==> config.mk <==
export PLATFORM = sky130hd
export DESIGN_NAME = okl_cell
export DESIGN_NICKNAME = d
export VERILOG_FILES = /design/src/sv/okl_pkg.sv /design/src/sv/okl_cell.sv
export SDC_FILE = /design/constraint.sdc
export NUM_CORES = 1
export LEC_CHECK = 0
export ABC_AREA = 1
export BUFFER_PORTS_ARGS = -buffer_cell sky130_fd_sc_hd__clkbuf_2
export CAP_MARGIN = 15
export CORE_ASPECT_RATIO = 2
export CORE_UTILIZATION = 43
export CTS_CLUSTER_DIAMETER = 150
export DETAILED_ROUTE_END_ITERATION = 12
export GPL_TIMING_DRIVEN = 0
export PLACE_DENSITY = 0.81
export REMOVE_ABC_BUFFERS = 1
export SYNTH_ARGS = -nofsm -noshare
export SYNTH_HDL_FRONTEND = slang
export SYNTH_SLANG_ARGS = --single-unit
export TNS_END_PERCENT = 50
==> constraint.sdc <==
create_clock -name i_clk -period 2.5 [get_ports i_clk]
set_input_delay 0 -clock i_clk [delete_from_list [all_inputs] [get_ports i_clk]]
set_output_delay 0 -clock i_clk [all_outputs]
set_load 0.01 [all_outputs]
==> src/sv/okl_pkg.sv <==
package okl_pkg;

    localparam int KEY_W       = 32;
    localparam int OUT_COUNT_W = 7;

    typedef enum logic [1:0] {
        OP_APPEND  = 2'd0,
        OP_PREPEND = 2'd1,
        OP_SEARCH  = 2'd2,
        OP_REMOVE  = 2'd3
    } t_opcode;

    localparam logic [1:0] ST_OK      = 2'd0;
    localparam logic [1:0] ST_FULL    = 2'd1;
    localparam logic [1:0] ST_MISSING = 2'd2;

    // Broadcast from the controller to every cell
    typedef struct packed {
        logic push_tail;
        logic push_head;
        logic del_scan;
    } t_cell_ctl;

endpackage

==> src/sv/okl_cell.sv <==
module okl_cell
    import okl_pkg::*;
#(
    parameter int IDX   = 0,
    parameter int CNT_W = 7
) (
    input  logic             i_clk,
    input  logic             i_rst_n,
    input  t_cell_ctl        i_ctl,
    input  logic [KEY_W-1:0] i_key,
    input  logic [CNT_W-1:0] i_count,
    input  logic [KEY_W-1:0] i_left_key,
    input  logic [KEY_W-1:0] i_right_key,
    input  logic             i_tok,
    input  logic             i_seen,
    output logic [KEY_W-1:0] o_key,
    output logic             o_tok,
    output logic             o_seen
);

    localparam logic [CNT_W-1:0] POS = CNT_W'(IDX);

    logic [KEY_W-1:0] r_key;
    logic             r_tok;
    logic             r_seen;
    logic             occupied;
    logic             hit;
    logic             seen_here;

    assign occupied  = POS < i_count;
    assign hit       = r_tok && occupied && (r_key == i_key);
    assign seen_here = r_seen || hit;

    assign o_key  = r_key;
    assign o_tok  = r_tok;
    assign o_seen = seen_here;

    // Scan token walks one cell per cycle, carrying whether a match was met upstream
    always_ff @(posedge i_clk) begin
        if (!i_rst_n) begin
            r_tok  <= 1'b0;
            r_seen <= 1'b0;
        end else begin
            r_tok  <= i_tok;
            r_seen <= i_seen && i_tok;
        end
    end

    // Right neighbour has not been visited yet, so it still holds its old key
    always_ff @(posedge i_clk) begin
        if (i_ctl.push_head) begin
            r_key <= i_left_key;
        end else if (i_ctl.push_tail && (i_count == POS)) begin
            r_key <= i_key;
        end else if (i_ctl.del_scan && seen_here) begin
            r_key <= i_right_key;
        end
    end

endmodule
# Word level (Yosys, flattened, before mapping)
# Cells that the tools add are included.
# word_totals
ff_bits	34
in_bits	110
output_inout_bits	34
elab_cells	16
# op_classes
n_lt_le_gt_ge	1
eq_ne	1
mux	3
reduce_logical	8
# op_table
operator	count
two-way mux 32 bit	3
== test 32 bit	1
logical NOT 7 bit	1
less-than comparator 1 x 7 -> 1 bit, first input constant	1
logical AND 1 bit	5
nonzero test 3 bit	1
logical OR 1 bit	1

# Depth between registers and ports, before layout
# logic_depth
ltp_word	8
ltp_mapped	12
ltp_nobuf	12

# Worst setup path before layout
# No wires, ideal clock.
# synth_timing
path_type	reg-to-reg
startpoint	register r_key[28] (netlist: o_key[28])
endpoint	register r_key[0] (netlist: o_key[0]), enable pin
setup_ps	389
arrival_time_ps	1814
slack_ps	297
path_stages_with_launch	12
path_buffers	0
period_less_slack_ps	2203
path_cell_list	edfxtp_1 -> nand2_1 -> nand2_1 -> nor2_1 -> nand2_1 -> nor2_1 -> nand2_1 -> nor2_1 -> nand2_1 -> nand2_1 -> nand2_1 -> nand2_1
# synth_between
elab_chain_cells	5
# synth_lines
item	line_no	text
start, declared	okl_cell.sv:23	logic [KEY_W-1:0] r_key;
start signal, assigned	okl_cell.sv:52	r_key <= i_left_key;
start signal, assigned	okl_cell.sv:54	r_key <= i_key;
start signal, assigned	okl_cell.sv:56	r_key <= i_right_key;
== test 32 bit	okl_cell.sv:31	assign hit = r_tok && occupied && (r_key == i_key);
logical AND 1 bit	okl_cell.sv:31	
logical OR 1 bit	okl_cell.sv:32	assign seen_here = r_seen || hit;
net o_seen	okl_cell.sv:18	output logic o_seen
logical AND 1 bit	okl_cell.sv:55	end else if (i_ctl.del_scan && seen_here) begin
nonzero test 3 bit (no line)	n/a	
# The timed path passes the listed nets, and every way through them passes these cells.
# A chain may end at the register's enable or synchronous reset.

# Worst setup path after layout
# layout_timing
startpoint	register r_key[26] (netlist: o_key[26])
endpoint	register r_key[19] (netlist: o_key[19]), enable pin
# layout_between
elab_chain_cells	5
# layout_lines
item	line_no
== test 32 bit	okl_cell.sv:31
logical AND 1 bit	okl_cell.sv:31
logical OR 1 bit	okl_cell.sv:32
logical AND 1 bit	okl_cell.sv:55
nonzero test 3 bit (no line)	n/a
# No other way between the ends.

==> results_dict.tcl <==
set metrics [dict create \
    status "complete, no violations" \
    post_cts_buffers 0 \
    grt.overflow.total 0 \
    setup_viol 0 \
    io_buffer_count 143 \
    routed_wl_um 6510 \
    combPwrFrac_pct 23.5 \
    grt_max_degree 54 \
    cts_tree "built" \
    core_mm2 0.00514 \
    p_leak_nw 1.66 \
    yosysSeqAreaShare_pct 43.4 \
    power_mw 1.44 \
    synth.distinct_cells 19 \
    routedWlPerCell_um 12.3 \
    grt_pass1_vias 2438 \
    swShare_pct 27.7 \
    initial_core_util_pct 44.9 \
    nets 578 \
    areaGrowthSynthToFinish_pct 38.1 \
    irDropWorstVdd_uv 404 \
    holdWs_ns 0.00610 \
    root_buffer "clkbuf_8" \
    ys_top_cells_by_area "edfxtp_1, nand2_1, o21ai_1, inv_1, nor2_1" \
    worst_slew_pin_slew_ns 0.811 \
    worstSetupEndpointType "flop" \
    maxSlewHeadroom_pct 45.9 \
    cts_buffer_depth 2 \
    internal_power_mw 1.04 \
    yosysWarnings 0 \
    die-area_mm2 0.00567 \
    hpwl_um 4980 \
    worstPathArrival_ns 2.07 \
    groute.usage.overall_pct 24.6 \
    start_kind "flop" \
    period_minus_slack_ns 2.07 \
    row_count 37 \
    worstPathRequired_ns 2.50 \
    fillCellCount 493 \
    drtIter0Drc 61 \
    synth_top_area_share_pct 41.7 \
    ios 144 \
    antenna_left 0 \
    hold_path_depth 3 \
    sequentialPowerShare_pct 49.0 \
    syn_avg_cell_area_um2 7.16 \
    hold_class "input pin to flop" \
    skew_ns 0.00959 \
    grt_pass1_wl_um 10100 \
    ys_ff_latch 34 \
    fp.dieH_um 106 \
    power_switching_mw 0.400 \
    drc 0 \
    diodes 0 \
    crit_type "flop to flop" \
    p_clk_share_pct 27.5 \
    cap_violations 0 \
    clk_pin_slew_ns 0.07 \
    grt_setup_unrepaired "false" \
    fin_ws_ns 0.428 \
    vias 2560 \
    syn_inst 322 \
    place_ws_ns 0.170 \
    fin_tns_setup_ns 0 \
    timing.final.crit_share_pct 82.9 \
    power_density_mw_per_mm2 453 \
    fp.dieW_um 53.8 \
    critPathMaxFanout 17 \
    clock_latency_ns 0.29 \
    fmax_mhz 483 \
    hold_violations 0 \
    maxSlewViolCount 0 \
    syn_area_mm2 0.00230 \
    grt_antenna_before_repair 0 \
    cts_buffers 5 \
    place_congestion 0.839 \
    drive_gt1_share_pct 33.3 \
    vias_per_cell 4.86 \
    reg2regPathDepth 12 \
    yosysTopAreaCell "edfxtp_1" \
    dr.pass1.iters 6 \
    clock_sinks 34 \
    h-tree-depth 2 \
]
==> metrics by stage <==
stage               util, %  instances  area, um2
global route           61.9        527       3180
detailed placement     59.0        512       3030
floorplan                 -        310       2210
finish                 61.9        527       3180
CTS                    61.9        527       3180
global placement       58.4        511       3000
==> path summary, 6_finish.rpt <==
kind,slack [ns],start,end
hold / removal,0.006,i_left_key[21],o_key[21]$_DFFE_PP_
hold reg to reg,0.99,r_seen$_SDFF_PN0_,o_key[11]$_DFFE_PP_
setup / recovery,0.43,o_key[26]$_DFFE_PP_,o_key[19]$_DFFE_PP_
setup reg to reg,0.43,o_key[26]$_DFFE_PP_,o_key[19]$_DFFE_PP_
==> placed cells by master (no fill, tap or decap) <==
cell           count
buf_16             1
clkbuf_1           3
nor2_1            32
inv_1             43
clkbuf_8           5
xnor2_1           11
a31oi_1           12
nand3_1            4
nor2_2             1
nand2_4            1
o21ai_1           40
nand4_1            5
nand2_2            1
clkinv_4           1
or2_2              3
dlygate4sd3_1      7
clkbuf_2         143
nand2_1          121
edfxtp_1          32
o22ai_1            1
dfxtp_1            2
==> cell families (layout without fill, tap and decap cells) <==
family / count (synthesis) / count (layout) / share of synthesized area (%)
AO/OA/AOI/OAI: 53 / 53 / 12.2
XOR/XNOR: 11 / 11 / 4.18
buffers and inverters: 56 / 203 / 11.3
flip-flops: 34 / 34 / 43.4
AND/OR/NAND/NOR: 168 / 168 / 28.9
==> layout make-up <==
type / instances / area, um2 / area share (%)
Tap cell: 58 / 72.6 / 2.28
Timing Repair Buffer: 151 / 813 / 25.6
Inverter: 44 / 170 / 5.35
Multi-Input combinational cell: 232 / 1050 / 32.9
Sequential cell: 34 / 1000 / 31.4
Clock buffer: 8 / 80.1 / 2.52
==> metal layers <==
| metal | vias up | global-route usage, % | wire (um) |
|---|---|---|---|
| met5 | - | 0 | 0 |
| met4 | 0 | 12.8 | 251 |
| met3 | 23 | 4.47 | 302 |
| met2 | 96 | 46.2 | 3660 |
| met1 | 1124 | 22.7 | 2300 |
| li1 | 1317 | - | - |
==> Yosys cell counts (all sizes together) <==
cell	number
or2	3
dfxtp	2
o22ai	1
o21ai	40
edfxtp	32
nor2	33
nand3	4
buf	6
xnor2	11
a31oi	12
nand2	123
clkbuf	6
nand4	5
inv	43
clkinv	1
==> sequential cells by signal (all words and copies together), names as in the netlist <==
signal,count
o_tok,1
r_seen,1
o_key,32
==> power by group through the flow <==
stage / Combinational (mW) / Sequential (mW) / Clock (mW)
finish: 0.339 / 0.706 / 0.396
global route: 0.381 / 0.711 / 0.426
CTS: 0.341 / 0.706 / 0.408
detailed placement: 0.331 / 0.719 / 0
global placement: 0.317 / 0.718 / 0
floorplan: 0.134 / 0.735 / 0
==> timing repair <==
item | 4_1_cts | 5_1_grt
hold endpoints to repair | 6 | 0
resized for setup | 0 | 1
endpoints found under the setup margin | 0 | 17
hold buffers | 7 | 0
==> critical path, stage by stage (launching register included) <==
cell and delay, ns:
edfxtp_1 0.41, nand2_1 0.09, nand2_1 0.05, nor2_1 0.16, nand2_1 0.08, nor2_1 0.09
nand2_1 0.06, nor2_1 0.08, nand2_1 0.05, nand2_1 0.08, nand2_1 0.07, nand2_2 0.34
buf_16 0.21
(Power assumes the default switching activity.)
